**config.mk**
```make
export PLATFORM = sky130hd
export DESIGN_NAME = multi_slot_tick_timer
export DESIGN_NICKNAME = d
export VERILOG_FILES = /design/src/mstt_pkg.sv /design/src/mstt_slot_bank.sv /design/src/multi_slot_tick_timer.sv
export SDC_FILE = /design/constraint.sdc
export NUM_CORES = 1
export LEC_CHECK = 0
export ABC_AREA = 1
export ABC_CLOCK_PERIOD_IN_PS = 18100
export BUFFER_PORTS_ARGS = -buffer_cell sky130_fd_sc_hd__buf_2
export CAP_MARGIN = 5
export CORE_MARGIN = 5
export CORE_UTILIZATION = 58
export CTS_CLUSTER_DIAMETER = 200
export DETAILED_ROUTE_END_ITERATION = 8
export GPL_ROUTABILITY_DRIVEN = 0
export PLACE_DENSITY = 0.83
export SYNTH_ARGS = -nofsm -noshare
export SYNTH_HDL_FRONTEND = slang
export SYNTH_HIERARCHICAL = 1
export SYNTH_SLANG_ARGS = --single-unit
```
**constraint.sdc**
```tcl
create_clock -name clock -period 18.1 [get_ports clock]
set_clock_uncertainty 0.2 [all_clocks]
set_input_delay 2.715 -clock clock [delete_from_list [all_inputs] [get_ports clock]]
set_output_delay 2.715 -clock clock [all_outputs]
set_load 0.01 [all_outputs]
```
**src/mstt_pkg.sv**
```systemverilog
package mstt_pkg;

   // size of the slot table
   localparam int NUM_SLOTS = 4;
   localparam int SLOT_W    = (NUM_SLOTS > 1) ? $clog2(NUM_SLOTS) : 1;

   // field widths
   localparam int CMD_W     = 2;
   localparam int INDEX_W   = 2;
   localparam int TICK_W    = 32;
   localparam int MODE_W    = 2;
   localparam int MASK_W    = 4;

   // span that holds one bit per slot and covers the reported mask
   localparam int MASK_SPAN = (NUM_SLOTS > MASK_W) ? NUM_SLOTS : MASK_W;

   // command codes
   localparam logic [CMD_W-1:0] CMD_TICK  = 2'd0;
   localparam logic [CMD_W-1:0] CMD_START = 2'd1;
   localparam logic [CMD_W-1:0] CMD_STOP  = 2'd2;
   localparam logic [CMD_W-1:0] CMD_POLL  = 2'd3;

   // slot modes
   localparam logic [MODE_W-1:0] MODE_ONE_SHOT = 2'd1;
   localparam logic [MODE_W-1:0] MODE_PERIODIC = 2'd2;

   typedef struct packed {
      logic [CMD_W-1:0]   cmd;
      logic [INDEX_W-1:0] slot_index;
      logic [TICK_W-1:0]  timeout_ticks;
      logic [MODE_W-1:0]  timer_mode;
   } req_type;

   typedef struct packed {
      logic [MASK_W-1:0] expired_mask;
      logic [TICK_W-1:0] tick_now;
   } rsp_type;

   // one command issued to the slot bank
   typedef struct packed {
      logic    valid;
      req_type item;
   } op_type;

endpackage

```
**src/mstt_slot_bank.sv**
```systemverilog
module mstt_slot_bank import mstt_pkg::*; (
   input  logic    clock,
   input  logic    reset,
   input  op_type  op,
   output rsp_type result
);

   logic [TICK_W-1:0]    tick_count_ff, tick_count_in;
   logic [NUM_SLOTS-1:0] slot_active_ff, slot_active_in;
   logic [TICK_W-1:0]    slot_start_ff   [NUM_SLOTS];
   logic [TICK_W-1:0]    slot_start_in   [NUM_SLOTS];
   logic [TICK_W-1:0]    slot_timeout_ff [NUM_SLOTS];
   logic [TICK_W-1:0]    slot_timeout_in [NUM_SLOTS];
   logic [MODE_W-1:0]    slot_mode_ff    [NUM_SLOTS];
   logic [MODE_W-1:0]    slot_mode_in    [NUM_SLOTS];

   logic [TICK_W-1:0]    due             [NUM_SLOTS];
   logic [NUM_SLOTS-1:0] reached;
   logic [NUM_SLOTS-1:0] hit;
   logic [MASK_SPAN-1:0] hit_span;
   logic [SLOT_W-1:0]    sel;
   logic                 in_range;

   // per-slot deadline compare, slot 0 is never tested
   always_comb begin
      for (int s = 0; s < NUM_SLOTS; s++) begin
         due[s]     = slot_start_ff[s] + slot_timeout_ff[s];
         reached[s] = (s != 0) && slot_active_ff[s] && (tick_count_ff >= due[s]);
      end
   end

   assign sel      = SLOT_W'(op.item.slot_index);
   assign in_range = 32'(op.item.slot_index) < 32'(NUM_SLOTS);

   // command decode and next state
   always_comb begin
      tick_count_in   = tick_count_ff;
      slot_active_in  = slot_active_ff;
      slot_start_in   = slot_start_ff;
      slot_timeout_in = slot_timeout_ff;
      slot_mode_in    = slot_mode_ff;
      hit             = '0;
      if (op.valid) begin
         unique case (op.item.cmd)
            CMD_TICK: begin
               tick_count_in = tick_count_ff + 1'b1;
            end
            CMD_START: begin
               if (in_range) begin
                  slot_timeout_in[sel] = op.item.timeout_ticks;
                  slot_start_in[sel]   = tick_count_ff;
                  slot_mode_in[sel]    = op.item.timer_mode;
                  slot_active_in[sel]  = 1'b1;
               end
            end
            CMD_STOP: begin
               if (in_range) begin
                  slot_active_in[sel] = 1'b0;
               end
            end
            CMD_POLL: begin
               hit = reached;
               for (int s = 0; s < NUM_SLOTS; s++) begin
                  if (reached[s]) begin
                     if (slot_mode_ff[s] == MODE_PERIODIC) begin
                        slot_start_in[s] = tick_count_ff;
                     end else if (slot_mode_ff[s] == MODE_ONE_SHOT) begin
                        slot_active_in[s] = 1'b0;
                     end
                  end
               end
            end
            default: begin
               tick_count_in = tick_count_ff;
            end
         endcase
      end
   end

   // slots above the mask width are dropped from the report
   assign hit_span            = MASK_SPAN'(hit);
   assign result.expired_mask = hit_span[MASK_W-1:0];
   assign result.tick_now     = tick_count_in;

   // control state
   always_ff @(posedge clock) begin
      if (reset) begin
         tick_count_ff  <= '0;
         slot_active_ff <= '0;
      end else begin
         tick_count_ff  <= tick_count_in;
         slot_active_ff <= slot_active_in;
      end
   end

   // slot payload, only read while the slot is active
   always_ff @(posedge clock) begin
      slot_start_ff   <= slot_start_in;
      slot_timeout_ff <= slot_timeout_in;
      slot_mode_ff    <= slot_mode_in;
   end

   // slot 0 is never reported
   assert property (@(posedge clock) disable iff (reset)
      op.valid |-> !result.expired_mask[0])
      else $error("slot 0 reported as expired");

   // only a poll reports anything
   assert property (@(posedge clock) disable iff (reset)
      (op.valid && (op.item.cmd != CMD_POLL)) |-> (result.expired_mask == '0))
      else $error("expiry reported outside a poll");

   // a tick advances the count by exactly one
   assert property (@(posedge clock) disable iff (reset)
      (op.valid && (op.item.cmd == CMD_TICK))
         |=> (tick_count_ff == $past(tick_count_ff) + 1'b1))
      else $error("tick count did not advance");

   // the count moves only on a tick
   assert property (@(posedge clock) disable iff (reset)
      !(op.valid && (op.item.cmd == CMD_TICK)) |=> $stable(tick_count_ff))
      else $error("tick count changed without a tick");

endmodule

```
**src/multi_slot_tick_timer.sv**
```systemverilog
// multi_slot_tick_timer
//
// 32-bit tick counter stepped by tick commands, plus a small table of timer slots.
// Request channel (req_valid/req_ready/req_payload) carries one command per
// transaction: tick, start slot, stop slot or poll. Every request produces
// exactly one response transaction on rsp_valid/rsp_ready/rsp_payload with
// the expired-slot mask (nonzero only for a poll) and the tick count after
// the command.
//
// Pipeline: an accepted request passes through two register stages, the
// request register and then the response register, which drives the
// response. Throughput is one request per cycle unless the receiver stalls;
// all slot compares run in parallel between the two registers.
//
// Reset clears the tick count and deactivates every slot; both channels
// come out of reset empty. When the receiver stalls, the response register
// holds its transaction and the request register takes one more request
// before req_ready drops, so nothing is lost or repeated.
module multi_slot_tick_timer import mstt_pkg::*; (
   input  logic    clock,
   input  logic    reset,
   input  logic    req_valid,
   output logic    req_ready,
   input  req_type req_payload,
   output logic    rsp_valid,
   input  logic    rsp_ready,
   output rsp_type rsp_payload
);

   logic    req_valid_ff;
   req_type req_ff;
   logic    rsp_valid_ff;
   rsp_type rsp_ff;
   logic    advance;
   op_type  op;
   rsp_type result;

   // move the held request into the bank when the response slot is free
   assign advance   = req_valid_ff && (!rsp_valid_ff || rsp_ready);
   assign req_ready = !req_valid_ff || advance;

   assign op.valid = advance;
   assign op.item  = req_ff;

   mstt_slot_bank u_bank (
      .clock  (clock),
      .reset  (reset),
      .op     (op),
      .result (result)
   );

   // request register
   always_ff @(posedge clock) begin
      if (reset) begin
         req_valid_ff <= 1'b0;
      end else if (req_ready) begin
         req_valid_ff <= req_valid;
      end
   end

   always_ff @(posedge clock) begin
      if (req_ready && req_valid) begin
         req_ff <= req_payload;
      end
   end

   // response register
   always_ff @(posedge clock) begin
      if (reset) begin
         rsp_valid_ff <= 1'b0;
      end else if (advance) begin
         rsp_valid_ff <= 1'b1;
      end else if (rsp_ready) begin
         rsp_valid_ff <= 1'b0;
      end
   end

   always_ff @(posedge clock) begin
      if (advance) begin
         rsp_ff <= result;
      end
   end

   assign rsp_valid   = rsp_valid_ff;
   assign rsp_payload = rsp_ff;

endmodule
```
==> results of run 1 <==
-- metal layers --
layer / track usage / share of wire / vias up / wire length [µm]
li1: - / - / 6776 / -
met1: 0.370 / 0.36 / 6951 / 18400
met2: 0.461 / 0.46 / 1058 / 23400
met3: 0.0419 / 0.12 / 222 / 6270
met4: 0.108 / 0.047 / 0 / 2370
met5: 0 / 0 / - / 0
-- worst paths after layout --
kind	startpoint	to	slack, ns	cells past startpoint
max	rsp_ready	req_ready	11.95	4
min	op[1]	u_bank/slot_mode_ff[3]	0.27	0
max reg2reg	u_bank/slot_start_ff[64]	u_bank/slot_start_ff[94]	12.80	23
min reg2reg	op[1]	u_bank/slot_mode_ff[3]	0.27	0
-- Yosys cell counts (all sizes together) --
cell,instances
fa,3
a221oi,4
a31oi,10
nor3b,1
clkinv,3
a21o,21
inv,202
xnor2,44
o21bai,13
a21boi,7
o211ai,7
ha,190
nand3b,4
edfxtp,272
o21ai,75
clkbuf,10
nor4,15
o2111ai,3
a211oi,1
nor3,42
buf,4
conb,1
o31ai,4
o21a,11
nand2,338
nand4,28
nand3,58
xor2,59
and2,2
nor2,266
or2,8
a21oi,157
and3,1
and3b,1
dfxtp,37
-- state kept, by name, summed over array words and instances (netlist names) --
register                count
u_bank/slot_start_ff       96
u_bank/slot_active_ff       3
op                         38
rsp_payload                36
u_bank/slot_timeout_ff     96
rsp_valid                   1
req_valid_ff                1
u_bank/slot_mode_ff         6
u_bank/tick_count_ff       32
-- placed cells by master (no fill, tap or decap), drive strengths merged, types with 8 or more instances in the layout --
master,instances
or2,8
clkinv,9
o21bai,13
edfxtp,272
xnor2,44
inv,202
nor3,42
nand4,28
o21ai,75
a31oi,10
buf,86
ha,190
nand2,338
a21oi,157
nor4,15
clkbuf,34
nand3,58
dfxtp,37
nor2,266
a21o,21
o21a,11
xor2,59
-- where the power goes --
part | internal (W) | switching [W]
Combinational | 0.0000183 | 0.0000417
Sequential | 0.000784 | 0.0000118
Clock | 0.000388 | 0.000254
-- kinds of logic after synthesis --
family / Yosys count / synth area share
AND/OR/NAND/NOR: 764 / 0.179
XOR/XNOR: 103 / 0.0499
adder cells (fa/ha/maj): 193 / 0.135
flip-flops: 309 / 0.492
buffers and inverters: 219 / 0.0456
other: 1 / 0.000207
AO/OA/AOI/OAI: 313 / 0.0980
-- critical path, delay by kind of cell --
family	cells	cell delay, ns
buffers and inverters	3	0.41
AND/OR/NAND/NOR	1	0.11
-- layout make-up --
| type | count | area, µm² | area share |
|---|---|---|---|
| flip-flops and latches | 309 | 8910 | 0.445 |
| multi-input cells | 1374 | 8410 | 0.420 |
| inverters | 205 | 769 | 0.0384 |
| clock buffers | 34 | 732 | 0.0365 |
| well taps | 396 | 495 | 0.0247 |
| repair buffers | 86 | 448 | 0.0224 |
| clock inverters | 15 | 267 | 0.0133 |
-- metrics by stage --
step | util | total power, W | hold slack (ns) | setup slack [ns]
after floorplan | - | 0.000841 | 0.240 | 9.78
after global placement | 0.621 | 0.000867 | 0.244 | 11.99
after detailed placement | 0.621 | 0.000869 | 0.271 | 11.95
after CTS | 0.653 | 0.00150 | 0.285 | 11.95
after global routing | 0.653 | 0.00154 | 0.296 | 11.91
final | 0.653 | 0.00150 | 0.272 | 11.95
==> flow_metrics.tcl, run 1 <==
set metrics [dict create \
    cts_setup_buffers 0 \
    syn_inst 1902 \
    ant_nets 0 \
    syn_to_final_growth_pct 10.7 \
    yosysWarnings 6 \
    synth_area_leaders "edfxtp_1 (45%), ha_1 (13%), nand2_1 (7.0%)" \
    grt_start_max_net_pins 46 \
    min_path_type "register to register" \
    synth_cell_types 48 \
    grt_setup_unrepaired "false" \
    syn_nets 2137 \
    clk_pin_slew_ns 0.06 \
    drv_slew 0 \
    start_kind "primary input" \
    vias_per_cell 6.20 \
    period_needed_ns 6.15 \
    netlist_area_um2 18100 \
    vias 15007 \
    fillers 2184 \
    drt_wl_total_um 50400 \
    ir_drop_mv 0.106 \
    crit_type "primary input to primary output" \
    drive_gt1_frac 0.0811 \
    status "finished, final reports clean" \
    leakagePower_nw 8.52 \
    dr.first_iter.drc_count 1657 \
    fmax_mhz 163 \
    ys_ff_latch 309 \
    dp.cells 2370 \
    core_area_um2 30700 \
    n_antenna_cell 0 \
    cts.htree.levels 1 \
    cts.sinks 309 \
    hold_viol 0 \
    synth.avg_cell_area_um2 9.51 \
    drc_errors 0 \
    synth_top_area_frac 0.451 \
    path_max_fanout 3 \
    cpPeakStageDelay_ns 0.16 \
    dr.pass1.iters 6 \
    cts_buffer_depth 3 \
    ys_seq_area_frac 0.492 \
    track_usage 0.278 \
    crit_chain "buf_2 -> inv_1 -> nand3_2 -> buf_2" \
    max-slew-margin-rel 0.117 \
    wl_per_cell_um 20.8 \
    p_per_area_nw_per_um2 74.8 \
    antenna_found_initial 1 \
    cts_buffers 27 \
    post_cts_resized 0 \
    cp.arrival_ns 3.24 \
    row_count 64 \
    dieArea_um2 34800 \
    setup_viol 0 \
    cts_hold_buf 0 \
    hpwl_um 38100 \
    crit_path_frequent_cell "buf_2" \
    tightest_slew_ns 1.32 \
    pin_count 80 \
    min_period_over_period 0.340 \
    crit_path_end_kind "primary output" \
    die_y_um 187 \
    grt_pass1_wl_um 77300 \
    grt_pass1_vias 14549 \
    cap_violations 0 \
    final_cells 2419 \
    insertion_delay_ns 0.54 \
    place_area_um2 19000 \
    synth_top_area_cell "edfxtp_1" \
    worst_ep_required_time_ns 15.19 \
    design_area_um2 20000 \
    overflow 0 \
    root_buffer "clkbuf_16" \
    tns_ns 0 \
    fp.dieW_um 187 \
    cts_tree "yes" \
    slowest_stage "buf_2" \
    layout.nets 2238 \
    port_buffers 79 \
    start_util 0.590 \
]
Note: power is estimated with default switching activity, not from simulation.
==> inputs of run 2 (changes only) <==
ABC_CLOCK_PERIOD_IN_PS = 5350   (was 18100)
CORE_UTILIZATION = 57   (was 58)
PLACE_DENSITY = 0.85   (was 0.83)
clock period = 5.35 ns   (was 18.1 ns; I/O delays follow)
==> run 2 against run 1 <==
Effect of this change:
- final cell count up 0.58%
- cell area about the same
- wire length up 0.52%
- sequential share of layout area about the same
- critical endpoint is now u_bank/slot_start_ff[61]
- first-iteration DRC count up 44%
- worst hold slack worse by 0.049 ns
- power rose to 3.3 times the previous value
- setup slack worse by 12 ns
==> flow_metrics.tcl, run 2 (synthesis results as in run 1) <==
set metrics [dict create \
    status "finished, final reports clean" \
    min_path_type "primary input to register" \
    min_period_over_period 0.940 \
    hpwl_um 38400 \
    ant_nets 0 \
    cpPeakStageDelay_ns 0.40 \
    antenna_found_initial 1 \
    most-common-layout-cells "nand2_1 (336), edfxtp_1 (272), nor2_1 (258)" \
    hold_viol 0 \
    fp.dieW_um 188 \
    multiInputGateArea_um2 8430 \
    p_per_area_nw_per_um2 246 \
    final_cells 2433 \
    final_common_cell "nand2_1" \
    vias 15353 \
    dp.cells 2381 \
    tightest_slew_ns 1.24 \
    dieArea_um2 35400 \
    drc_errors 0 \
    critPathBufInv 2 \
    slowest_stage "o21ai_0" \
    setup_viol 0 \
    drv_slew 0 \
    path_max_fanout 24 \
    crit_path_end_kind "register" \
    die_y_um 188 \
    cts_setup_buffers 0 \
    max-slew-margin-rel 0.172 \
    start_kind "register" \
    core_area_um2 31500 \
    syn_to_final_growth_pct 10.7 \
    fillers 2262 \
    cts_buffers 28 \
    cts_hold_buf 0 \
    tns_ns 0 \
    seqCellArea_um2 8910 \
    post_cts_resized 0 \
    dr.first_iter.drc_count 2380 \
    cap_violations 0 \
    wl_per_cell_um 20.8 \
    grt_pass1_wl_um 78200 \
    insertion_delay_ns 0.55 \
    period_needed_ns 5.03 \
    worst_ep_required_time_ns 5.37 \
    crit_type "register to register" \
    pin_count 80 \
    track_usage 0.278 \
    n_antenna_cell 0 \
    port_buffers 79 \
    dr.pass1.iters 9 \
    crit_path_frequent_cell "nand2_1" \
    clk_pin_slew_ns 0.07 \
    grt_pass1_vias 14844 \
    grt_setup_unrepaired "false" \
    start_util 0.575 \
    drt_wl_total_um 50600 \
    cts.htree.levels 1 \
    cts.sinks 309 \
    root_buffer "clkbuf_16" \
    ir_drop_mv 0.317 \
    cp.arrival_ns 5.05 \
    vias_per_cell 6.31 \
    layout.nets 2244 \
    fmax_mhz 199 \
    overflow 0 \
    cts_buffer_depth 3 \
    leakagePower_nw 8.54 \
    drive_gt1_frac 0.0837 \
    grt_start_max_net_pins 35 \
    row_count 65 \
    critPathTopFamily "simple AND/OR/NAND/NOR gates" \
    cts_tree "yes" \
    crit_chain "ha_1 -> inv_1 -> fa_1 -> o21ai_0 -> a21boi_0 -> o21ai_2 -> a21oi_1 -> o21ai_0 -> xnor2_1 -> ha_1 -> nand2_1 -> nor2_1 -> nand4_1 -> nor3_1 -> nand2_1 -> nand3_1 -> nand2_1 -> nand2_1 -> nand2_1 -> nor3_4 -> buf_4" \
]
## run 2: cell count changes in the layout (fill, tap and decap cells not counted), sizes merged
| cell | previous run | this run |
|---|---|---|
| clkinv | 9 | 13 |
| buf | 86 | 91 |
| inv | 202 | 204 |
| clkinvlp | 2 | 3 |
| bufinv | 7 | 3 |
## run 2: layout make-up
class                      instances  share of cell area
multi-input combinational       1374               0.421
clock buffer                      34              0.0377
timing repair buffer              91              0.0242
clock inverter                    18             0.00906
inverter                         205              0.0384
sequential                       309               0.445
tap                              402              0.0251
## run 2: worst reg2reg max path, stage by stage (launching register included)
cell and delay (ns):
edfxtp_1 0.35, ha_1 0.17, inv_1 0.06, fa_1 0.39, o21ai_0 0.40, a21boi_0 0.25
o21ai_2 0.32, a21oi_1 0.14, o21ai_0 0.22, xnor2_1 0.10, ha_1 0.29, nand2_1 0.05
nor2_1 0.12, nand4_1 0.10, nor3_1 0.40, nand2_1 0.12, nand3_1 0.17, nand2_1 0.12
nand2_1 0.12, nand2_1 0.10, nor3_4 0.16, buf_4 0.33
## run 2: power by group
| group | internal (W) | total [W] | switching [W] |
|---|---|---|---|
| combinational | 0.0000637 | 0.000210 | 0.000146 |
| sequential | 0.00265 | 0.00269 | 0.0000389 |
| clock | 0.00115 | 0.00203 | 0.000873 |
## run 2: per-layer routing
layer  up-vias  global-route usage  share of wire
met5         -                   0              0
li1       6783                   -              -
met2      1182               0.444           0.44
met3       301              0.0460           0.13
met4         0               0.131          0.062
met1      7087               0.372           0.37
## run 2: metrics by stage
step	hold WS, ns	utilization	area (µm²)	total power [W]	worst slack, ns
floorplan	0.240	-	18100	0.00285	0.434
detailed placement	0.262	0.607	19100	0.00294	0.499
finish	0.223	0.637	20000	0.00493	0.319
CTS	0.212	0.637	20000	0.00494	0.496
global route	0.208	0.637	20000	0.00508	0.0396
global placement	0.248	0.607	19100	0.00293	0.802
## run 2: final timing paths
path | from | to | slack, ns | cells after the start
max | u_bank/slot_start_ff[32] | u_bank/slot_start_ff[61] | 0.32 | 21
min | req_payload[26] | op[26] | 0.22 | 1
max reg2reg | u_bank/slot_start_ff[32] | u_bank/slot_start_ff[61] | 0.32 | 21
min reg2reg | op[1] | u_bank/slot_mode_ff[5] | 0.28 | 0
